**src/lj_ram.sv**
```systemverilog
// Generic single-write, single-read RAM with registered read data.
// No dependencies.
module lj_ram #(
   parameter int unsigned WIDTH = 8,
   parameter int unsigned DEPTH = 16
) (
   input  logic                     clock,
   input  logic                     we,
   input  logic [$clog2(DEPTH)-1:0] waddr,
   input  logic [WIDTH-1:0]         wdata,
   input  logic [$clog2(DEPTH)-1:0] raddr,
   output logic [WIDTH-1:0]         rdata
);
   logic [WIDTH-1:0] mem [DEPTH];
   logic [WIDTH-1:0] rdata_ff;

   always_ff @(posedge clock) begin
      if (we) begin
         mem[waddr] <= wdata;
      end
      rdata_ff <= mem[raddr];
   end

   assign rdata = rdata_ff;
endmodule

```
**config.mk**
```make
export PLATFORM = sky130hd
export DESIGN_NAME = lj_ram
export DESIGN_NICKNAME = d
export VERILOG_FILES = /design/src/lj_ram.sv
export SDC_FILE = /design/constraint.sdc
export NUM_CORES = 1
export LEC_CHECK = 0
export ABC_AREA = 1
export BUFFER_PORTS_ARGS = -buffer_cell sky130_fd_sc_hd__buf_2
export CORE_ASPECT_RATIO = 1.25
export CORE_MARGIN = 2
export CORE_UTILIZATION = 55
export DETAILED_ROUTE_END_ITERATION = 10
export GPL_TIMING_DRIVEN = 1
export PLACE_DENSITY = 0.75
export SYNTH_ARGS = -nofsm -noshare
export SYNTH_HDL_FRONTEND = slang
export SYNTH_SLANG_ARGS = --single-unit
```
**constraint.sdc**
```tcl
create_clock -name clock -period 1 [get_ports clock]
set_input_delay 0.05 -clock clock [delete_from_list [all_inputs] [get_ports clock]]
set_output_delay 0.05 -clock clock [all_outputs]
set_load 0.005 [all_outputs]
```
* Word-level counts from Yosys, hierarchy flattened
Memories as Yosys holds them, arrays and structs flattened. A register that Yosys moved wholly into a read port is not among the register bits.
Cells that the tools add are included.
** Operators by class
- Mux-type cells :: 2
** Operators by type and width (count)
- two-way mux 1 bit :: 2
** Storage, ports and cells
- Register bits after elaboration :: 0
- Memory bits (writable) :: 128
- Memories :: 1
** Memories
- mem :: depth 16, bits a word 8, read ports 1, clocked after Yosys merged registers in 1, write ports 1, line 14 : logic [WIDTH-1:0] mem [DEPTH];

* Logic depth before layout (Yosys ltp)
Gate-level depths: netlist of the first run.
- Word-level depth :: 2
- Depth in mapped cells :: 8

* Least setup slack after synthesis of the first run
Ideal clock, no wire load.
- Path type :: input -> register
- Start point :: input port waddr[3]
- End point :: memory mem[4][0], enable pin
- Data arrival time :: 0.631 ns
- Data required time :: 0.630 ns
- Path slack :: -0.001 ns
- Stages :: 2
- Cell sequence :: nand3b_1 -> nor2_1
** RTL lines
- start: declaration :: line 9 : input logic [$clog2(DEPTH)-1:0] waddr,
- end: declaration :: line 14
No word-level cell before the write port.

==> summary.md, run 1 <==
| Metric | Value |
|---|---|
| Number of diodes | `0` |
| Post-synth EDFFs | `128` |
| Slew @ Worst Pin | `0.372 ns` |
| PD cells | `1920 nW/µm²` |
| Worst Setup Path Type | `flop to flop` |
| DR vias/cell | `5.36` |
| Sequential area share after synthesis | `69.4%` |
| Design Power | `13100 µW` |
| Layout Utilization | `67.2%` |
| Starting density of the core | `56.8%` |
| Clock Skew | `0.00444 ns` |
| Main synth FF type | `edfxtp_1` |
| Die ar. | `11300 µm²` |
| Status | `finished, final reports clean` |
| Sequential Area | `4000 µm²` |
| Sink Count | `136` |
| Total grt overflow | `0` |
| FMAX | `1020 MHz` |
| Maxcap violations | `0` |
| Port buffer count | `25` |
| Worst-path fanout max | `1` |
| Leakage | `0.00300 µW` |
| Chip height | `118 µm` |
| Largest net degree at the start of global routing | `65` |
| Initial DRC Count | `440` |
| Final Max Slew Viols | `0` |
| Yosys cell types | `12` |
| Critical Path RT | `1.30 ns` |
| Post-synth top area share | `66.7%` |
| Clock Latency Late Sink | `0.41 ns` |
| Share of cells above drive strength 1 | `16.3%` |
| Area Overhead vs Synth | `18.4%` |
| Area leader, netlist | `edfxtp_1` |
| Tot GR Track Use | `24.7%` |
| WL final | `12.8 mm` |
| 1st-pass router iterations | `5` |
| Detailed-route via count | `3985` |
| Final antenna-violating net count | `0` |
| Initial antenna violation count | `0` |
| First-pass GRT wire length | `20.2 mm` |
| Post-route DRC | `0` |
| Slew margin rel. | `75.2%` |
| Commonest cells post-synth | `nand2_1, edfxtp_1, inv_1` |
| Mapped Cells | `551` |
| Area of the core | `10200 µm²` |
| Startpoint types | `flop` |
| Routability cong. | `0.887` |
| Hold WC Path Type | `input port to flop` |
| Final Hold Viols | `0` |
| Post-DP HPWL | `7.96 mm` |
| RSZ-0062 raised after global routing | `true` |
| Placed inst area | `6180 µm²` |
| # IOs | `26` |
| WL/cell | `17.2 µm` |
| # fillers | `708` |
| Synth Register Bits | `136` |
| Worst setup EP type | `flop` |
| Post-Syn Area | `5770 µm²` |
| Top cells by area, synth | `edfxtp_1, nand2_1, nand3_1, inv_1, dfxtp_1` |
| H-tree depth reported by CTS | `4` |
| Clk buf depth | `2` |
| Clk pin slew, worst setup/hold paths | `0.06 ns` |
| Post-route cell area | `6830 µm²` |
| Worst Path Arrival | `1.28 ns` |
| Synthesis Warnings | `0` |
| Root Driver | `clkbuf_16` |
| Top-count cell post-synth | `nand2_1` |
| Die X | `95.6 µm` |
| Vias in the first global route | `3948` |
| Async S/R FF share, synth | `0%` |
| Synth Net Count | `569` |
| Area of the multi-input gates | `1290 µm²` |
| Final setup fails | `0` |
| Site Rows | `41` |
| Final Net Count | `619` |
| Post-route clock period utilization | `98.4%` |
| Clock tree from TritonCTS | `yes` |
| Avg Inst Size Synth | `10.5 µm²` |
| Post-CTS Setup Bufs | `0` |
| CTS buffer count | `17` |
| Min Clock Period, post-route | `0.984 ns` |
| Max VDD drop | `0.00163 V` |
==> logic make-up (layout without fill, tap and decap cells) <==
logic type / count (synthesis) / after routing / share of synthesized area [%]
and+or+nand+nor: 289 / 289 / 21.0
DFF: 136 / 136 / 69.4
buffers and inverters: 126 / 189 / 9.52
==> worst paths after layout <==
kind,to,slack (ns),cells after the start,start
worst max-delay path,rdata[4]$_DFF_P_,0.02,6,mem[4][4]$_DFFE_PP_
worst min-delay path,mem[3][1]$_DFFE_PP_,0.04,1,wdata[1]
worst max register to register,rdata[4]$_DFF_P_,0.02,6,mem[4][4]$_DFFE_PP_
worst min register to register,rdata[3]$_DFF_P_,0.65,6,mem[10][3]$_DFFE_PP_
==> metal layers <==
layer / GRT usage [%] / part of all wire [%] / vias to the layer above
met5: 0 / 0 / -
met4: 12.1 / 3.6 / 0
met3: 5.80 / 6.6 / 43
met2: 39.8 / 52 / 217
met1: 30.9 / 38 / 1853
li1: - / - / 1872
==> registers in the layout, indices dropped and copies added, names as in the netlist <==
register  flops
mem         128
rdata         8
==> timing repair <==
| action | 4_1_cts | 5_1_grt |
|---|---|---|
| resized for setup | 1 | 15 |
| pin swaps | 0 | 4 |
| hold buffers | 1 | 0 |
| endpoints found under the setup margin | 1 | 8 |
| endpoints found under the hold margin | 3 | 0 |
==> worst max-delay path, stage by stage, from the launching register on <==
cell      delay [ns]
edfxtp_1        0.38
inv_1           0.07
nand2_1         0.07
nand3_1         0.11
nand3_2         0.09
nand3_2         0.09
nand2_1         0.07
==> per-stage QoR <==
step / TNS [ns] / setup WS, ns / std cells / hold WS (ns)
after global routing: -0.153 / -0.0496 / 743 / 0.0336
after floorplan: -0.0540 / -0.000845 / 551 / 0.149
final: 0 / 0.0159 / 743 / 0.0418
after detailed placement: -2.94 / -0.0723 / 710 / 0.377
after CTS: 0 / 0.0127 / 743 / 0.0372
after global placement: -1.09 / -0.0451 / 710 / 0.369
==> final cells by class <==
type	count	share of cell area (%)
clock inverters	10	1.54
clock buffers	22	6.65
multi-input cells	289	18.9
inverters	102	5.61
flip-flops and latches	136	58.6
repair buffers	55	6.27
well taps	129	2.36
==> power by group <==
part	total, µW	internal, µW	switching, µW
registers	6410	6380	36.2
clock network	5830	3700	2130
logic	844	284	560
==> cell usage in the layout (no fill, tap or decap), drive strengths merged <==
cell type	count
clkinv	6
nand3b	2
dfxtp	8
nand3	97
edfxtp	128
dlygate4sd3	1
buf	54
nor2	17
inv	102
clkbuf	22
bufinv	2
nand2	173
clkinvlp	2
(Power assumes the default switching activity.)
==> inputs of run 2 (changes only) <==
--- a/config.mk
+++ b/config.mk
@@ -13,6 +13,7 @@
 export DETAILED_ROUTE_END_ITERATION = 10
 export GPL_TIMING_DRIVEN = 1
 export PLACE_DENSITY = 0.75
+export REMOVE_ABC_BUFFERS = 1
 export SYNTH_ARGS = -nofsm -noshare
 export SYNTH_HDL_FRONTEND = slang
 export SYNTH_SLANG_ARGS = --single-unit
==> run 2 against run 1 <==
Effect of this change: the flow now finishes with violations (negative setup slack); critical path depth unchanged; non-clock buffer count up 5; sequential cell count unchanged; clock power down 5.0%; register-to-register slack worse by 0.02 ns; total power down 1.9%; largest power group unchanged.
==> summary.md, run 2 (synthesized netlist as in run 1, its figures left out) <==
| Metric | Value |
|---|---|
| Post-route clock period utilization | `100% (+1.7 points)` |
| Clk buf depth | `2 (unchanged)` |
| Commonest non-fill, non-tap cell in the layout | `nand2_1` |
| Reg2reg start | `mem[4][4]$_DFFE_PP_` |
| Sequential Area | `4000 µm² (unchanged)` |
| DR vias/cell | `5.35 (-0.27%)` |
| Slowest CP cell | `edfxtp_1` |
| Final setup fails | `1 (+1)` |
| # fillers | `708 (unchanged)` |
| Uppermost layer routed | `met4` |
| Die X | `95.6 µm (unchanged)` |
| H-tree depth reported by CTS | `4 (unchanged)` |
| Post-DP HPWL | `8.13 mm (+2.2%)` |
| Slew @ Worst Pin | `0.375 ns (+0.00374 ns)` |
| Vias in the first global route | `3792 (-4.0%)` |
| Area Overhead vs Synth | `19.1%` |
| Placed inst area | `6200 µm² (+0.32%)` |
| Final antenna-violating net count | `0 (unchanged)` |
| Worst path buffer plus inverter count | `1 (unchanged)` |
| Post-CTS Setup Bufs | `0 (unchanged)` |
| Final Max Slew Viols | `0 (unchanged)` |
| Startpoint types | `flop` |
| Max stage delay on crit path | `0.36 ns (-0.02 ns)` |
| 1st-pass router iterations | `5 (unchanged)` |
| Worst Path Arrival | `1.31 ns (+0.03 ns)` |
| Critical Path RT | `1.31 ns (about the same)` |
| Hold Path Origin | `wdata[1]` |
| Cell Chain, Critical Path | `inv_1 > nand2_1 > nand3_1 > nand3_1 > nand3_1 > nand2_1` |
| Most frequent cells in the layout | `nand2_1, edfxtp_1, inv_1` |
| Setup WS post-layout | `-0.00146 ns (-0.0173 ns)` |
| Cells after DPL | `716 (+0.85%)` |
| Clock Skew | `0.00923 ns (+0.00479 ns)` |
| # IOs | `26 (unchanged)` |
| Leakage | `0.00302 µW (+0.44%)` |
| Violated checks | `negative setup slack` |
| Number of diodes | `0 (unchanged)` |
| Largest net degree at the start of global routing | `59 (-9.2%)` |
| Design Power | `12800 µW (-1.9%)` |
| First-pass GRT wire length | `19.6 mm (-2.8%)` |
| Clock Latency Late Sink | `0.42 ns (about the same)` |
| Detailed-route via count | `4001 (+0.40%)` |
| Top Family by Delay on Critical Path | `simple AND/OR/NAND/NOR gates` |
| WL final | `12.8 mm (+0.15%)` |
| WHS Path Cells | `1 (unchanged)` |
| Initial DRC Count | `442 (+0.45%)` |
| Sink Count | `136 (unchanged)` |
| Slew margin rel. | `75.0% (-0.22 points)` |
| FMAX | `999 MHz (-1.7%)` |
| Final Net Count | `624 (+0.81%)` |
| Area of the core | `10200 µm² (unchanged)` |
| Root Driver | `clkbuf_16` |
| Post-route cell area | `6870 µm² (+0.57%)` |
| Worst setup EP type | `flop` |
| Max VDD drop | `0.00128 V (-22%)` |
| Worst R2R Setup Slack | `-0.001 ns (-0.02 ns)` |
| Post-route DRC | `0 (unchanged)` |
| Clk pin slew, worst setup/hold paths | `0.05 ns (about the same)` |
| Port buffer count | `25 (unchanged)` |
| Status | `finished with violations` |
| Share of cells above drive strength 1 | `19.2% (+2.9 points)` |
| Starting density of the core | `56.8% (unchanged)` |
| Max reg flops | `128 (unchanged)` |
| Top reg by flops | `mem` |
| Worst-path fanout max | `1 (unchanged)` |
| Hold Path End | `mem[8][1]$_DFFE_PP_` |
| Met2 WL post-DR | `6.59 mm (about the same)` |
| Reg2reg path depth | `6 (unchanged)` |
| Tot GR Track Use | `24.0% (-0.62 points)` |
| CTS buffer count | `17 (unchanged)` |
| WL/cell | `17.1 µm (-0.52%)` |
| Total grt overflow | `0 (unchanged)` |
| Clock tree from TritonCTS | `yes` |
| Routability cong. | `0.907 (+2.3%)` |
| PD cells | `1870 nW/µm² (-2.5%)` |
| Crit path depth | `6 (unchanged)` |
| Met1 wire length | `4.77 mm (-1.5%)` |
| Capture point of the worst reg-to-reg path | `rdata[4]$_DFF_P_` |
| Chip height | `118 µm (unchanged)` |
| Site Rows | `41 (unchanged)` |
| Die ar. | `11300 µm² (unchanged)` |
| Final Non-Filler Cells | `748 (+0.67%)` |
| Hold-fix buffers, CTS | `0 (-1)` |
| Worst Setup Path Type | `flop to flop` |
| Routed length on met3 | `919 µm (+8.5%)` |
| Crit path top cell by count | `nand3_1` |
| RSZ-0062 raised after global routing | `true` |
| Min Clock Period, post-route | `1.00 ns (+0.0173 ns)` |
| Maxcap violations | `0 (unchanged)` |
| Final Hold Viols | `0 (unchanged)` |
| Area of the multi-input gates | `1340 µm² (+3.3%)` |
| Hold WC Path Type | `input port to flop` |
| Initial antenna violation count | `0 (unchanged)` |
## run 2: cell types whose count changed in the layout (fill, tap and decap cells not counted), moves of 2 or more
cell / change
clkinv_2: -2
clkbuf_8: +2
clkinvlp_4: +3
buf_4: +8
clkinv_4: +2
buf_12: -2
nand3_1: -8
clkbuf_1: -3
bufinv_16: -2
nand3_2: +8
## run 2: final cells by class
| class | instances | area share, % |
|---|---|---|
| well taps | 129 | 2.35 |
| clock inverters | 11 | 1.09 |
| repair buffers | 60 | 6.38 |
| clock buffers | 21 | 6.85 |
| flip-flops and latches | 136 | 58.3 |
| inverters | 102 | 5.57 |
| multi-input cells | 289 | 19.5 |
## run 2: stage by stage
stage	setup WS, ns	hold slack [ns]	utilization [%]	TNS (ns)
finish	-0.00146	0.0576	67.6	-0.00146
global route	-0.0617	0.0552	67.6	-0.163
CTS	0.00709	0.0446	66.6	0
detailed placement	-0.168	0.426	61.0	-3.60
global placement	-0.139	0.425	61.0	-1.97
floorplan	-0.0305	0.149	-	-0.242
## run 2: power by group
| part | internal (µW) | switching [µW] | leakage, µW | total [µW] |
|---|---|---|---|---|
| logic | 294 | 580 | 0.00154 | 874 |
| registers | 6380 | 43.6 | 0.00122 | 6420 |
| clock network | 3340 | 2200 | 0.000257 | 5540 |
## run 2: timing repair
action / CTS / global route
gates resized for setup: 4 / 22
pin swaps: 0 / 12
setup endpoints to repair: 3 / 8
## run 2: how the worst max path moves through the flow
stage,from,to,slack (ns)
3_3_place_gp,raddr[0],rdata[6]$_DFF_P_,-0.14
2_1_floorplan,raddr[0],rdata[2]$_DFF_P_,-0.03
5_1_grt,mem[4][4]$_DFFE_PP_,rdata[4]$_DFF_P_,-0.06
3_5_place_dp,raddr[0],rdata[6]$_DFF_P_,-0.17
6_report,mem[4][4]$_DFFE_PP_,rdata[4]$_DFF_P_,-0.001
4_1_cts,mem[15][6]$_DFFE_PP_,rdata[6]$_DFF_P_,0.007
## run 2: layer usage
metal | vias up | track usage [%]
li1 | 1887 | -
met1 | 1881 | 30.6
met2 | 194 | 38.5
met3 | 39 | 5.42
met4 | 0 | 11.7
met5 | - | 0
==> inputs of run 3 (changes only) <==
==> constraint.sdc (replaced) <==
create_clock -name clock -period 1 [get_ports clock]
set_input_delay 0.25 -clock clock [delete_from_list [all_inputs] [get_ports clock]]
set_output_delay 0.25 -clock clock [all_outputs]
set_load 0.005 [all_outputs]
==> run 3 against run 2 <==
Effect of this change: the run still ends with negative setup slack left; total power grew 8.0%; wire length grew 3.5%; die area is the same; critical path type is now flop to primary output.
==> summary.md, run 3 (synthesized netlist as in run 1, its figures left out) <==
| Metric | Value |
|---|---|
| Status | `finished with violations` |
| Violated checks | `negative setup slack` |
| Startpoint types | `flop` |
| Starting density of the core | `56.8% (unchanged)` |
| Tot GR Track Use | `24.8% (+0.73 points)` |
| Most frequent cells in the layout | `nand2_1, edfxtp_1, inv_1` |
| Top reg by flops | `mem` |
| Cell Chain, Critical Path | `buf_6` |
| Hold slack | `0.263 ns (+0.205 ns)` |
| Min Clock Period, post-route | `1.10 ns (+0.103 ns)` |
| Design Power | `13900 µW (+8.0%)` |
| Reg2reg start | `mem[7][5]$_DFFE_PP_` |
| Post-route clock period utilization | `110% (+10 points)` |
| CTS buffer count | `17 (unchanged)` |
| DR vias/cell | `5.37 (+0.47%)` |
| Site Rows | `41 (unchanged)` |
| # IOs | `26 (unchanged)` |
| Worst R2R Setup Slack | `0.02 ns (+0.02 ns)` |
| Number of diodes | `0 (unchanged)` |
| Hold-fix buffers, CTS | `0 (unchanged)` |
| Final Hold Viols | `0 (unchanged)` |
| Routability cong. | `0.880 (-3.0%)` |
| Chip height | `118 µm (unchanged)` |
| Max stage delay on crit path | `0.35 ns (about the same)` |
| H-tree depth reported by CTS | `4 (unchanged)` |
| Crit path depth | `1 (-5)` |
| Die ar. | `11300 µm² (unchanged)` |
| 1st-pass router iterations | `5 (unchanged)` |
| Clock Latency Late Sink | `0.41 ns (about the same)` |
| Commonest non-fill, non-tap cell in the layout | `nand2_1` |
| Setup crit start | `rdata[7]$_DFF_P_` |
| PD cells | `1970 nW/µm² (+5.4%)` |
| Area of the multi-input gates | `1370 µm² (+2.2%)` |
| Worst setup EP type | `primary output` |
| Clock tree from TritonCTS | `yes` |
| Share of cells above drive strength 1 | `21.3% (+2.1 points)` |
| Critical Path End | `rdata[7]` |
| Worst Setup Path Type | `flop to primary output` |
| Vias in the first global route | `3782 (-0.26%)` |
| FMAX | `905 MHz (-9.3%)` |
| Slew @ Worst Pin | `0.380 ns (+0.00503 ns)` |
| Area Overhead vs Synth | `22.0%` |
| Slew margin rel. | `74.6% (-0.34 points)` |
| Area of the core | `10200 µm² (unchanged)` |
| Critical Path RT | `0.75 ns (-0.56 ns)` |
| RSZ-0062 raised after global routing | `true` |
| Post-route cell area | `7030 µm² (+2.4%)` |
| WL final | `13.2 mm (+3.5%)` |
| Final setup fails | `8 (+7)` |
| Largest net degree at the start of global routing | `59 (unchanged)` |
| Final Non-Filler Cells | `748 (unchanged)` |
| Final Max Slew Viols | `0 (unchanged)` |
| Hold WC Path Type | `input port to flop` |
| Initial antenna violation count | `0 (unchanged)` |
| Sink Count | `136 (unchanged)` |
| Detailed-route via count | `4020 (+0.47%)` |
| Reg2reg path depth | `6 (unchanged)` |
| Placed inst area | `6210 µm² (+0.20%)` |
| Max reg flops | `128 (unchanged)` |
| Max VDD drop | `0.00155 V (+21%)` |
| Final Net Count | `624 (unchanged)` |
| Clock Skew | `0.00864 ns (-0.000587 ns)` |
| # fillers | `673 (-4.9%)` |
| Setup WS post-layout | `-0.104 ns (-0.103 ns)` |
| Cells after DPL | `716 (unchanged)` |
| Post-route DRC | `0 (unchanged)` |
| Clk buf depth | `2 (unchanged)` |
| Final antenna-violating net count | `0 (unchanged)` |
| DP Worst Slack | `-0.388 ns (-0.220 ns)` |
| Maxcap violations | `0 (unchanged)` |
| Post-CTS Setup Bufs | `0 (unchanged)` |
| Initial DRC Count | `392 (-11%)` |
| Top Family by Delay on Critical Path | `flip-flops` |
| Total grt overflow | `0 (unchanged)` |
| Die X | `95.6 µm (unchanged)` |
| Leakage | `0.00309 µW (+2.5%)` |
| Worst Path Arrival | `0.85 ns (-0.46 ns)` |
| Worst path buffer plus inverter count | `1 (unchanged)` |
| Root Driver | `clkbuf_16` |
| Slowest CP cell | `dfxtp_2` |
| First-pass GRT wire length | `19.9 mm (+1.7%)` |
| Port buffer count | `25 (unchanged)` |
| Worst-path fanout max | `1 (unchanged)` |
| Capture point of the worst reg-to-reg path | `rdata[5]$_DFF_P_` |
| Sequential Area | `4010 µm² (+0.19%)` |
| WL/cell | `17.7 µm (+3.5%)` |
| Clk pin slew, worst setup/hold paths | `0.05 ns (about the same)` |
| Post-DP HPWL | `8.17 mm (+0.47%)` |
run 3: cell types whose count changed in the layout (fill, tap and decap cells not counted), sizes merged:
cell / before / now
bufinv: 0 / 4
clkbuf: 21 / 20
clkinv: 6 / 5
clkinvlp: 5 / 2
inv: 102 / 103
run 3: power breakdown:
part,internal (µW),leakage (µW),switching [µW]
logic,328,0.00156,590
clock network,4290,0.000306,2210
registers,6380,0.00122,49.9
total,11000,0.00309,2850
run 3: how the worst min path moves through the flow:
| stage | startpoint | endpoint | slack [ns] | cells after the start |
|---|---|---|---|---|
| floorplan | wdata[0] | mem[0][0]$_DFFE_PP_ | 0.35 | 0 |
| global placement | rdata[3]$_DFF_P_ | rdata[3] | 0.63 | 1 |
| detailed placement | rdata[5]$_DFF_P_ | rdata[5] | 0.64 | 1 |
| CTS | wdata[1] | mem[12][1]$_DFFE_PP_ | 0.25 | 1 |
| global route | wdata[1] | mem[8][1]$_DFFE_PP_ | 0.25 | 1 |
| finish | wdata[1] | mem[11][1]$_DFFE_PP_ | 0.26 | 1 |
run 3: timing repair:
item,in CTS,in global routing
gates resized for setup,14,30
endpoints found under the setup margin,13,15
cloned,0,0
pin swaps,0,9
run 3: area by class of cell:
cell class | count | share of cell area, %
Clock inverter | 12 | 2.46
Sequential cell | 136 | 57.0
Timing Repair Buffer | 60 | 6.85
Inverter | 102 | 5.44
Tap cell | 129 | 2.29
Multi-Input combinational cell | 289 | 19.4
Clock buffer | 20 | 6.49
run 3: through the flow:
step	TNS, ns	util [%]
floorplan	-24.61	-
global placement	-26.42	61.2
detailed placement	-28.06	61.2
CTS	-0.836	67.9
global route	-1.07	69.2
finish	-0.698	69.2
run 3: routing by layer:
metal	GRT usage [%]	share of wire, %	routed length [µm]
met5	0	0	0
met2	40.5	53	6990
met4	9.55	2.4	323
met1	31.4	39	5110
met3	6.44	6.0	787
