### src/lj_pkg.sv
// Shared types, constants and a helper function for the Lennard-Jones energy engine.
// Used by the channel interfaces and every module under src but lj_ram; depends on nothing.
package lj_pkg;

   localparam int unsigned MAX_ATOMS = 128;
   localparam int unsigned ADDR_W    = $clog2(MAX_ATOMS);
   localparam int unsigned CNT_W     = $clog2(MAX_ATOMS + 1);

   localparam int unsigned COORD_W  = 24;
   localparam int unsigned BOX_W    = 23;
   localparam int unsigned COUNT_W  = 8;
   localparam int unsigned ENERGY_W = 48;
   localparam int unsigned CSR_IDX_W = 2;

   // datapath widths
   localparam int unsigned DMAG_W  = 26;   // |dx| after minimum image
   localparam int unsigned MUL_W   = 26;   // shared multiplier operand
   localparam int unsigned PROD_W  = 2 * MUL_W;
   localparam int unsigned ACC_W   = 58;   // holds r^2 and u^6
   localparam int unsigned OPER_W  = 41;   // u, u^2, u^3
   localparam int unsigned HALF_W  = 24;   // low half of a Q24 product split
   localparam int unsigned R2_W    = 35;   // r^2 below cutoff
   localparam int unsigned QUO_W   = 29;   // u = 2^56 / r^2
   localparam int unsigned DIV_CNT_W = $clog2(QUO_W);
   localparam int unsigned TERM_W  = 62;
   localparam int unsigned RECIP_SHIFT = 56;

   localparam logic [ACC_W-1:0] CUT2_Q32 = ACC_W'(64'd25 << 30);
   localparam logic [ACC_W-1:0] NEAR_Q32 = ACC_W'(64'd1 << 28);
   localparam logic [R2_W:0]    DIV_SEED = (R2_W + 1)'(64'd1 << (RECIP_SHIFT - QUO_W));

   // pair energy at the cutoff, worked out at elaboration
   localparam longint unsigned UC  = (64'd1 << RECIP_SHIFT) / (64'd25 << 30);
   localparam longint unsigned UC2 = (UC * UC) >> HALF_W;
   localparam longint unsigned UC3 = (UC2 * UC) >> HALF_W;
   localparam longint unsigned UC6 = (UC3 * UC3) >> HALF_W;
   localparam logic signed [TERM_W-1:0] LJ_CUT_Q24 =
      TERM_W'(4 * (longint'(UC6) - longint'(UC3)));

   localparam logic [ENERGY_W-1:0] EMAX = {1'b0, {(ENERGY_W - 1){1'b1}}};
   localparam logic [ENERGY_W-1:0] EMIN = {1'b1, {(ENERGY_W - 1){1'b0}}};
   localparam logic signed [ENERGY_W+1:0] EMAX_X = $signed({3'b000, {(ENERGY_W - 1){1'b1}}});
   localparam logic signed [ENERGY_W+1:0] EMIN_X = $signed({3'b111, {(ENERGY_W - 1){1'b0}}});
   localparam logic signed [TERM_W-1:0] EMAX_T =
      $signed({{(TERM_W - ENERGY_W + 1){1'b0}}, {(ENERGY_W - 1){1'b1}}});

   typedef enum logic [1:0] {
      CMD_WRITE = 2'd0,
      CMD_MOVE  = 2'd1,
      CMD_TOTAL = 2'd2,
      CMD_NONE  = 2'd3
   } cmd_type;

   typedef enum logic [CSR_IDX_W-1:0] {
      CSR_ATOM_COUNT = 2'd0,
      CSR_BOX_X      = 2'd1,
      CSR_BOX_Y      = 2'd2,
      CSR_BOX_Z      = 2'd3
   } csr_index_type;

   typedef enum logic [1:0] {
      PART_HH = 2'd0,
      PART_HL = 2'd1,
      PART_LH = 2'd2,
      PART_LL = 2'd3
   } part_type;

   typedef enum logic [1:0] {
      PH_U2 = 2'd0,
      PH_U3 = 2'd1,
      PH_U6 = 2'd2
   } phase_type;

   typedef enum logic [2:0] {
      P_IDLE, P_SQ, P_CHECK, P_DIV, P_MUL, P_FINAL, P_DONE
   } pair_state_type;

   typedef enum logic [3:0] {
      S_IDLE, S_OLD, S_NEXT, S_LOADB, S_PAIR1, S_START2, S_PAIR2, S_FIN,
      S_TA, S_TNEXT, S_TB, S_TPAIR, S_RESP
   } top_state_type;

   typedef struct packed {
      logic signed [COORD_W-1:0] x;
      logic signed [COORD_W-1:0] y;
      logic signed [COORD_W-1:0] z;
   } vec_type;

   typedef struct packed {
      logic [BOX_W-1:0] x;
      logic [BOX_W-1:0] y;
      logic [BOX_W-1:0] z;
   } box_type;

   typedef struct packed {
      logic    start;
      vec_type a;
      vec_type b;
   } pair_req_type;

   typedef struct packed {
      logic                       busy;
      logic                       done;
      logic                       sat;
      logic signed [ENERGY_W-1:0] term;
   } pair_rsp_type;

   // saturating add; bit ENERGY_W of the result flags a clip
   function automatic logic [ENERGY_W:0] clip_add(input logic [ENERGY_W-1:0] acc,
                                                  input logic [ENERGY_W+1:0] t);
      logic signed [ENERGY_W+1:0] s;
      s = $signed({{2{acc[ENERGY_W-1]}}, acc}) + $signed(t);
      if (s > EMAX_X) begin
         return {1'b1, EMAX};
      end else if (s < EMIN_X) begin
         return {1'b1, EMIN};
      end
      return {1'b0, s[ENERGY_W-1:0]};
   endfunction

endpackage

### src/lj_div.sv
// Restoring divider, one quotient bit a cycle: quotient = 2^56 / divisor.
// Depends on lj_pkg.
module lj_div (
   input  logic                      clock,
   input  logic                      reset,
   input  logic                      start,
   input  logic [lj_pkg::R2_W-1:0]   divisor,
   output logic                      done,
   output logic [lj_pkg::QUO_W-1:0]  quotient
);
   import lj_pkg::*;

   logic                 busy_ff, busy_in;
   logic                 done_ff, done_in;
   logic [DIV_CNT_W-1:0] cnt_ff, cnt_in;
   logic [R2_W:0]        rem_ff, rem_in;
   logic [QUO_W-1:0]     quo_ff, quo_in;
   logic [R2_W-1:0]      dvs_ff, dvs_in;
   logic [R2_W:0]        shifted;

   always_comb begin
      busy_in = busy_ff;
      done_in = 1'b0;
      cnt_in  = cnt_ff;
      rem_in  = rem_ff;
      quo_in  = quo_ff;
      dvs_in  = dvs_ff;
      shifted = {rem_ff[R2_W-1:0], 1'b0};
      if (start) begin
         busy_in = 1'b1;
         cnt_in  = '0;
         rem_in  = DIV_SEED;
         quo_in  = '0;
         dvs_in  = divisor;
      end else if (busy_ff) begin
         if (shifted >= {1'b0, dvs_ff}) begin
            rem_in = shifted - {1'b0, dvs_ff};
            quo_in = {quo_ff[QUO_W-2:0], 1'b1};
         end else begin
            rem_in = shifted;
            quo_in = {quo_ff[QUO_W-2:0], 1'b0};
         end
         if (cnt_ff == DIV_CNT_W'(QUO_W - 1)) begin
            busy_in = 1'b0;
            done_in = 1'b1;
         end else begin
            cnt_in = cnt_ff + 1'b1;
         end
      end
   end

   always_ff @(posedge clock) begin
      if (reset) begin
         busy_ff <= 1'b0;
         done_ff <= 1'b0;
      end else begin
         busy_ff <= busy_in;
         done_ff <= done_in;
      end
      cnt_ff <= cnt_in;
      rem_ff <= rem_in;
      quo_ff <= quo_in;
      dvs_ff <= dvs_in;
   end

   assign done     = done_ff;
   assign quotient = quo_ff;
endmodule

### src/lj_pair.sv
// Pair energy unit: minimum-image distance, r^2, 1/r^2 and the shifted LJ term,
// all products through one shared 26x26 multiplier. Depends on lj_pkg, lj_div.
module lj_pair (
   input  logic                  clock,
   input  logic                  reset,
   input  lj_pkg::pair_req_type  req,
   input  lj_pkg::box_type       box,
   output lj_pkg::pair_rsp_type  rsp
);
   import lj_pkg::*;

   function automatic logic [DMAG_W-1:0] axis_mag(input logic [COORD_W-1:0] a,
                                                  input logic [COORD_W-1:0] b,
                                                  input logic [BOX_W-1:0] bl);
      logic [COORD_W:0]   d;
      logic [COORD_W:0]   dm;
      logic [COORD_W-1:0] am;
      logic [COORD_W-1:0] bm;
      logic [DMAG_W-1:0]  w;
      logic [DMAG_W-1:0]  wm;
      d  = {a[COORD_W-1], a} - {b[COORD_W-1], b};
      dm = d[COORD_W] ? (~d + 1'b1) : d;
      am = a[COORD_W-1] ? (~a + 1'b1) : a;
      bm = b[COORD_W-1] ? (~b + 1'b1) : b;
      w  = {3'b000, bl} - {2'b00, am} - {2'b00, bm};
      wm = w[DMAG_W-1] ? (~w + 1'b1) : w;
      if ({dm, 1'b0} > {3'b000, bl}) begin
         return wm;
      end
      return {1'b0, dm};
   endfunction

   pair_state_type state_ff, state_in;
   logic [2:0]           cnt_ff, cnt_in;
   part_type             pk_ff, pk_in;
   phase_type            ph_ff, ph_in;
   logic [DMAG_W-1:0]    dmx_ff, dmx_in, dmy_ff, dmy_in, dmz_ff, dmz_in;
   logic [PROD_W-1:0]    prod_ff, prod_in;
   logic [ACC_W-1:0]     acc_ff, acc_in;
   logic [OPER_W-1:0]    opa_ff, opa_in, opb_ff, opb_in;
   logic [QUO_W-1:0]     u_ff, u_in;
   logic [OPER_W-1:0]    u3_ff, u3_in;
   logic [ENERGY_W-1:0]  term_ff, term_in;
   logic                 tsat_ff, tsat_in;

   logic [MUL_W-1:0]     mul_a, mul_b;
   logic [ACC_W-1:0]     add_term, acc_sum;
   logic signed [TERM_W-1:0] diff, t;
   logic                 div_start, div_done;
   logic [QUO_W-1:0]     quo;

   lj_div u_div (
      .clock    (clock),
      .reset    (reset),
      .start    (div_start),
      .divisor  (acc_ff[R2_W-1:0]),
      .done     (div_done),
      .quotient (quo)
   );

   always_comb begin
      state_in = state_ff;
      cnt_in   = cnt_ff;
      pk_in    = pk_ff;
      ph_in    = ph_ff;
      dmx_in   = dmx_ff;
      dmy_in   = dmy_ff;
      dmz_in   = dmz_ff;
      acc_in   = acc_ff;
      opa_in   = opa_ff;
      opb_in   = opb_ff;
      u_in     = u_ff;
      u3_in    = u3_ff;
      term_in  = term_ff;
      tsat_in  = tsat_ff;
      div_start = 1'b0;
      mul_a    = '0;
      mul_b    = '0;

      unique case (pk_ff)
         PART_HH: add_term = ACC_W'({prod_ff, {HALF_W{1'b0}}});
         PART_LL: add_term = ACC_W'(prod_ff >> HALF_W);
         default: add_term = ACC_W'(prod_ff);
      endcase
      acc_sum = acc_ff + add_term;

      diff = $signed({{(TERM_W - ACC_W){1'b0}}, acc_ff})
           - $signed({{(TERM_W - OPER_W){1'b0}}, u3_ff});
      t = (diff <<< 2) - LJ_CUT_Q24;

      unique case (state_ff)
         P_IDLE: begin
            if (req.start) begin
               dmx_in   = axis_mag(req.a.x, req.b.x, box.x);
               dmy_in   = axis_mag(req.a.y, req.b.y, box.y);
               dmz_in   = axis_mag(req.a.z, req.b.z, box.z);
               acc_in   = '0;
               cnt_in   = '0;
               state_in = P_SQ;
            end
         end
         P_SQ: begin
            unique case (cnt_ff)
               3'd0:    mul_a = dmx_ff;
               3'd1:    mul_a = dmy_ff;
               3'd2:    mul_a = dmz_ff;
               default: mul_a = '0;
            endcase
            mul_b = mul_a;
            pk_in = PART_HL;
            if (cnt_ff != 3'd0) begin
               acc_in = acc_sum;
            end
            if (cnt_ff == 3'd3) begin
               state_in = P_CHECK;
            end else begin
               cnt_in = cnt_ff + 3'd1;
            end
         end
         P_CHECK: begin
            if (acc_ff >= CUT2_Q32) begin
               term_in  = '0;
               tsat_in  = 1'b0;
               state_in = P_DONE;
            end else if (acc_ff < NEAR_Q32) begin
               term_in  = EMAX;
               tsat_in  = 1'b1;
               state_in = P_DONE;
            end else begin
               div_start = 1'b1;
               state_in  = P_DIV;
            end
         end
         P_DIV: begin
            if (div_done) begin
               u_in     = quo;
               opa_in   = OPER_W'(quo);
               opb_in   = OPER_W'(quo);
               acc_in   = '0;
               cnt_in   = '0;
               ph_in    = PH_U2;
               state_in = P_MUL;
            end
         end
         P_MUL: begin
            // four partials of a 41x41 product; each product is registered before it is accumulated
            unique case (part_type'(cnt_ff[1:0]))
               PART_HH: begin
                  mul_a = MUL_W'(opa_ff[OPER_W-1:HALF_W]);
                  mul_b = MUL_W'(opb_ff[OPER_W-1:HALF_W]);
               end
               PART_HL: begin
                  mul_a = MUL_W'(opa_ff[OPER_W-1:HALF_W]);
                  mul_b = MUL_W'(opb_ff[HALF_W-1:0]);
               end
               PART_LH: begin
                  mul_a = MUL_W'(opa_ff[HALF_W-1:0]);
                  mul_b = MUL_W'(opb_ff[OPER_W-1:HALF_W]);
               end
               PART_LL: begin
                  mul_a = MUL_W'(opa_ff[HALF_W-1:0]);
                  mul_b = MUL_W'(opb_ff[HALF_W-1:0]);
               end
            endcase
            pk_in = part_type'(cnt_ff[1:0]);
            if (cnt_ff != 3'd0) begin
               acc_in = acc_sum;
            end
            if (cnt_ff == 3'd4) begin
               cnt_in = '0;
               acc_in = '0;
               unique case (ph_ff)
                  PH_U2: begin
                     opa_in = acc_sum[OPER_W-1:0];
                     opb_in = OPER_W'(u_ff);
                     ph_in  = PH_U3;
                  end
                  PH_U3: begin
                     u3_in  = acc_sum[OPER_W-1:0];
                     opa_in = acc_sum[OPER_W-1:0];
                     opb_in = acc_sum[OPER_W-1:0];
                     ph_in  = PH_U6;
                  end
                  default: begin
                     acc_in   = acc_sum;
                     state_in = P_FINAL;
                  end
               endcase
            end else begin
               cnt_in = cnt_ff + 3'd1;
            end
         end
         P_FINAL: begin
            if (t > EMAX_T) begin
               term_in = EMAX;
               tsat_in = 1'b1;
            end else begin
               term_in = t[ENERGY_W-1:0];
               tsat_in = 1'b0;
            end
            state_in = P_DONE;
         end
         default: begin
            state_in = P_IDLE;
         end
      endcase
      prod_in = mul_a * mul_b;
   end

   always_ff @(posedge clock) begin
      if (reset) begin
         state_ff <= P_IDLE;
      end else begin
         state_ff <= state_in;
      end
   end

   always_ff @(posedge clock) begin
      cnt_ff  <= cnt_in;
      pk_ff   <= pk_in;
      ph_ff   <= ph_in;
      dmx_ff  <= dmx_in;
      dmy_ff  <= dmy_in;
      dmz_ff  <= dmz_in;
      prod_ff <= prod_in;
      acc_ff  <= acc_in;
      opa_ff  <= opa_in;
      opb_ff  <= opb_in;
      u_ff    <= u_in;
      u3_ff   <= u3_in;
      term_ff <= term_in;
      tsat_ff <= tsat_in;
   end

   assign rsp.busy = (state_ff != P_IDLE);
   assign rsp.done = (state_ff == P_DONE);
   assign rsp.sat  = tsat_ff;
   assign rsp.term = term_ff;
endmodule

### config.mk
export PLATFORM = sky130hd
export DESIGN_NAME = lj_pair
export DESIGN_NICKNAME = d
export VERILOG_FILES = /design/src/lj_pkg.sv /design/src/lj_div.sv /design/src/lj_pair.sv
export SDC_FILE = /design/constraint.sdc
export NUM_CORES = 2
export LEC_CHECK = 0
export BUFFER_PORTS_ARGS = -buffer_cell sky130_fd_sc_hd__buf_4
export CAP_MARGIN = 25
export CORE_UTILIZATION = 45
export DETAILED_ROUTE_END_ITERATION = 8
export PLACE_DENSITY = 0.69
export SETUP_SLACK_MARGIN = 0.3
export SLEW_MARGIN = 5
export SYNTH_ARGS = -nofsm -noshare
export SYNTH_HDL_FRONTEND = slang
export SYNTH_SLANG_ARGS = --single-unit
### constraint.sdc
create_clock -name clock -period 9.42 [get_ports clock]
set_input_delay 1.884 -clock clock [delete_from_list [all_inputs] [get_ports clock]]
set_output_delay 1.884 -clock clock [all_outputs]
set_load 0.01 [all_outputs]
# [Word level (Yosys, flattened, before mapping)]
# Index checks and enable logic that the tools add are counted.
[totals] reg_bits=505 latchBits=0 ramBits=0 mem_bits_ro=0 inputBits=216 memories=0
[classes] addsub=27 mul=1 div_mod_pow=0 n_lt_le_gt_ge=7 eq_ne=25 shifts=0 muxes=81 bitwise_logic=14 reduce_logical=27
[ops] op="$mux W58" count=5
[ops] op="$pmux W41 S2" count=3
[ops] op="$pmux W58 S4" count=1
[ops] op="$pmux W26 S2" count=4
[ops] op="$mux W41" count=4
[ops] op="$mux W26" count=6
[ops] op="$mux W25" count=6
[ops] op="$add A24 B1 Y24 const B" count=6
[ops] op="$mux W24" count=6
[ops] op="$mux W48" count=3
[ops] op="$not A24 Y24" count=6
[ops] op="$pmux W58 S2" count=1
[ops] op="$pmux W48 S2" count=1
[ops] op="$add A26 B1 Y26 const B" count=3
[ops] op="$gt A26 B23 Y1" count=3
[ops] op="$not A26 Y26" count=3
[ops] op="$pmux W26 S3" count=1
[ops] op="$sub A25 B25 Y26" count=3
[ops] op="$add A25 B1 Y25 const B" count=3
[ops] op="$not A25 Y25" count=3
[ops] op="$sub A23 B24 Y25" count=3
[ops] op="$sub A24 B24 Y25" count=3
[ops] op="$gt A62 B48 Y1 const B" count=1
[ops] op="$sub A61 B20 Y62 const B" count=1
[ops] op="other kinds (39)" count=103

# [Logic depth before layout (Yosys ltp)]
[depth] ltp_word=10 depth_mapped=41

# [Modules after synthesis]
# A second synthesis with hierarchy kept.
[hier_totals] hier_cells=8335 area_unflattened_um2=69421.6
[by_module_without_submodules] mod="lj_pair" instances=1 cells_per_inst=7700 area_per_inst_um2=63612.3
[by_module_without_submodules] mod="lj_div" instances=1 cells_per_inst=635 area_per_inst_um2=5809.3

# [Worst setup path after synthesis]
# OpenSTA, ideal clock, no wires.
[synth_timing] path_kind="reg-to-reg" startpoint="register cnt_ff[0]" endpoint="register prod_ff[48]" setup_ns=0.122 arrival_time_ns=9.082 t_required_ns=9.298 slack_ns=0.216 stages_incl_launch_ff=36 path_cell_list="edfxtp_1 -> inv_1 -> ha_1 -> nor2_1 -> clkbuf_1 -> mux2i_1 -> o21ai_1 -> clkbuf_1 -> nand2_1 -> fa_1 -> inv_1 -> fa_1 -> inv_1 -> fa_1 -> inv_1 -> fa_1 -> inv_1 -> fa_1 -> inv_1 -> fa_1 -> inv_1 -> fa_1 -> inv_1 -> ha_1 -> nor2b_1 -> o21a_1 -> nor3_1 -> a311oi_1 -> o31ai_1 -> a211oi_1 -> o21ai_0 -> a211oi_1 -> o21bai_1 -> a21boi_0 -> nor4_1 -> a311o_1"
[synth_via] elab_chain_cells=5 elab_cells_between_ends=17 classes_between="mul (1); eq/ne (5); mux (5); reduce/logical (6)"
[synth_rtl] item="start: declaration" line="lj_pair.sv:34" text="logic [2:0] cnt_ff, cnt_in;"
[synth_rtl] item="start signal: assignment" line="lj_pair.sv:219" text="cnt_ff <= cnt_in;"
[synth_rtl] item="$eq A2 B2 Y1 (tied with other cells)" line="lj_pair.sv:147" text="unique case (part_type'(cnt_ff[1:0]))"
[synth_rtl] item="$reduce_or A2 Y1 (no source line)"
[synth_rtl] item="$pmux W26 S2" line="lj_pair.sv:147"
[synth_rtl] item="$pmux W26 S2" line="lj_pair.sv:91" text="unique case (state_ff)"
[synth_rtl] item="$mul A26 B26 Y52 (*)" line="lj_pair.sv:207" text="prod_in = mul_a * mul_b;"
[synth_rtl] item="named net prod_in[48]" line="lj_pair.sv:38" text="logic [PROD_W-1:0] prod_ff, prod_in;"
[synth_rtl] item="end signal: assignment" line="lj_pair.sv:225" text="prod_ff <= prod_in;"
[synth_rtl] item="end: declaration" line="lj_pair.sv:38"
# The timed path passes the listed nets; every way through them passes the cells marked *. The select of a mux whose other input is x is not followed.
# A chain may end at the register's enable or synchronous reset.

# [Worst setup path in the final report]
# Ends and elaborated chain as after synthesis.

==> run metrics <==
vias in the first global route=59300; DP Wirelength=193000 um; dpl cell area=74600 um^2; skew final=0.0326 ns; Min Clock Period, post-route=8.88 ns; syn_area_per_cell=8.47 um^2; GRT Max-Usage Layer=met2; Critical Path Max Stage Delay=0.55 ns; CTS Buffer Depth=3; initial core utilization=45.4%; # Max-Cap Violations=0; met3 usage=3.26%; Final Hold Vio Count=0; register area share after synthesis=20.0%; syn nets=9580; width of the die=394 um; status=finished clean; setup_tns=0 ns; Worst-Skew Late Latency=0.65 ns; max_slew headroom=15.2%; FMAX=0.113 GHz; final setup vio count=0; Synth Warn #=0; initial drt markers=5232; commonest non-fill, non-tap cell in the layout=inv_1; slowest stage cell, crit path=fa_1; Post-Synthesis Cells=8157; clk slew on worst S/H paths=0.07 ns; clk sinks=503; Max Slew Vio Count=0; RSZ-0062 raised after global routing=true; Vias/cell=5.73; TritonCTS clock tree=yes; grt met1 use=38.6%; Main synth FF type=edfxtp_1; synth-to-layout area growth=11.7%; WS Path Type=reg -> reg; top cell family by delay on the critical path=adder cells; Rows=143; buffers plus inverters on the worst setup path=8; final worst-path cycle share=94.3%; PwrDens=204 nW/um^2; crit path DAT=9.42 ns; Design Area, Final=77200 um^2; leakage power=0.0348 uW; initial antenna violation count=11; GR Overflow Total=0; largest net degree at the start of global routing=83; Core ar.=152000 um^2; Yosys reg bits=503; Routed WL=232000 um; remaining antenna violation count=0; global-route wire length before repair=351000 um; Yosys cell types=122; Fin Hold WS=0.485 ns; Routed wire per std cell=22.1 um; # IOs=267; cell mode on critical path=fa_1; Hold Crit Class=reg -> reg; maximum VDD drop=156 uV; total CTS buffers=50; Final GP Congestion=1.01; IO buf count=266; Die Area=155000 um^2; mapped cell area=69100 um^2; CP Max Fanout=16; Nets=9875; flop2flop setup slack=0.54 ns; CP Capture Type=flip-flop; Final Power=15800 uW; most frequent cells in the layout=1088 x inv_1, 831 x nand2_1, 809 x nor2_1; met2 Track Usage GR=49.4%; nature of the critical path startpoint=flip-flop; worst endpoint required time=9.96 ns; via count=60300; Post-route DRC=0; H-tree Lvls=2; ys async rst share=0%; CTS root buf=clkbuf_16; DRT Pass-1 Iters=6; Post-synth EDFFs=377; Die Span Y=394 um; Total GRT Usage=29.2%; share of cells above drive strength 1=10.6%; transition time at the pin with the least slew margin=1.26 ns
[registers in the layout, indices dropped and copies added, names as in the netlist]
register,flops
acc_ff,58
cnt_ff,3
dmx_ff,26
dmy_ff,26
dmz_ff,26
opa_ff,41
opb_ff,41
ph_ff,2
pk_ff,2
prod_ff,52
state_ff,3
term_ff,47
u3_ff,41
u_div.busy_ff,1
u_div.cnt_ff,5
u_div.done,1
u_div.dvs_ff,35
u_div.quotient,29
u_div.rem_ff,35
u_ff,29
[cell families after synthesis]
family | share of synthesized area [%]
AND/OR/NAND/NOR | 16.8
AO/OA/AOI/OAI | 16.8
multiplexers | 2.52
adder cells (fa/ha/maj) | 28.2
buffers and inverters | 7.79
XOR/XNOR | 7.92
flip-flops | 20.0
[synth_stat cells (34+ instances only)]
cell	number	area share, %
a22oi_1	37	0.40
o21a_1	123	1.3
nor3_1	152	1.1
edfxtp_1	377	16
or3_1	61	0.55
mux2_2	54	0.88
a31oi_1	49	0.44
ha_1	622	11
a21oi_1	413	3.0
mux2i_1	110	1.6
a21o_1	155	1.7
inv_1	1089	5.9
clkbuf_1	231	1.3
nand2_1	852	4.6
o31a_1	54	0.68
nor4_1	34	0.31
nor2_1	817	4.4
a211oi_1	69	0.75
o21ai_0	396	2.9
fa_1	585	17
o21bai_1	47	0.51
xnor2_1	405	5.1
o31ai_1	68	0.74
and2_1	61	0.55
or2_2	38	0.34
nand4_1	56	0.51
dfxtp_1	126	3.6
xor2_1	220	2.8
nand3_1	125	0.91
nand2b_1	86	0.78
o22ai_1	34	0.31
nor2b_1	76	0.69
[stage by stage]
stage               util, %  setup WS [ns]  std cells
floorplan                 -          0.324       8157
global placement       49.0        -0.0476      10400
detailed placement     49.0         -0.340      10400
CTS                    50.2          0.280      10500
global route           50.7          0.243      10500
finish                 50.7          0.538      10500
[worst reg2reg max path, delay by kind of cell, from the launching register on]
kind	cells	cell delay [ns]
fa+ha+maj	9	4.08
buf+inv	8	0.79
simple gates	8	1.05
flops	1	0.41
compound gates	10	2.41
[what timing repair did]
item | in CTS | in global routing
hold buffers | 0 | 0
buffers inserted | 1 | 25
pin swaps | 2 | 21
gates cloned | 0 | 3
endpoints found under the setup margin | 11 | 13
resized for setup | 21 | 120
[cell type report]
class | count | area (um^2)
antenna | 2 | 5.00
clock inverter | 33 | 403
timing repair buffer | 531 | 4550
clock buffer | 61 | 1370
sequential | 503 | 13800
inverter | 1090 | 4090
tap | 2030 | 2540
multi-input combinational | 6276 | 50400
fill | 14300 | 75000
[report_power, final]
group          switching [uW]  internal (uW)
clock network             948           1250
registers                 576           3050
logic                    6270           3660
[final timing paths]
check                                       from  depth (start not counted)               end
worst max register to register         cnt_ff[0]                         35       prod_ff[48]
worst max-delay path                   cnt_ff[0]                         35       prod_ff[48]
worst min-delay path            u_div.rem_ff[34]                          2  u_div.rem_ff[34]
worst min register to register  u_div.rem_ff[34]                          2  u_div.rem_ff[34]
[metal layers]
metal  wire (um)  share of wire, %
met5          13            0.0056
met4        9110               3.9
met3       14400               6.2
met2      109000                47
met1       99500                43
No activity file was read; power rests on OpenSTA's default activity.
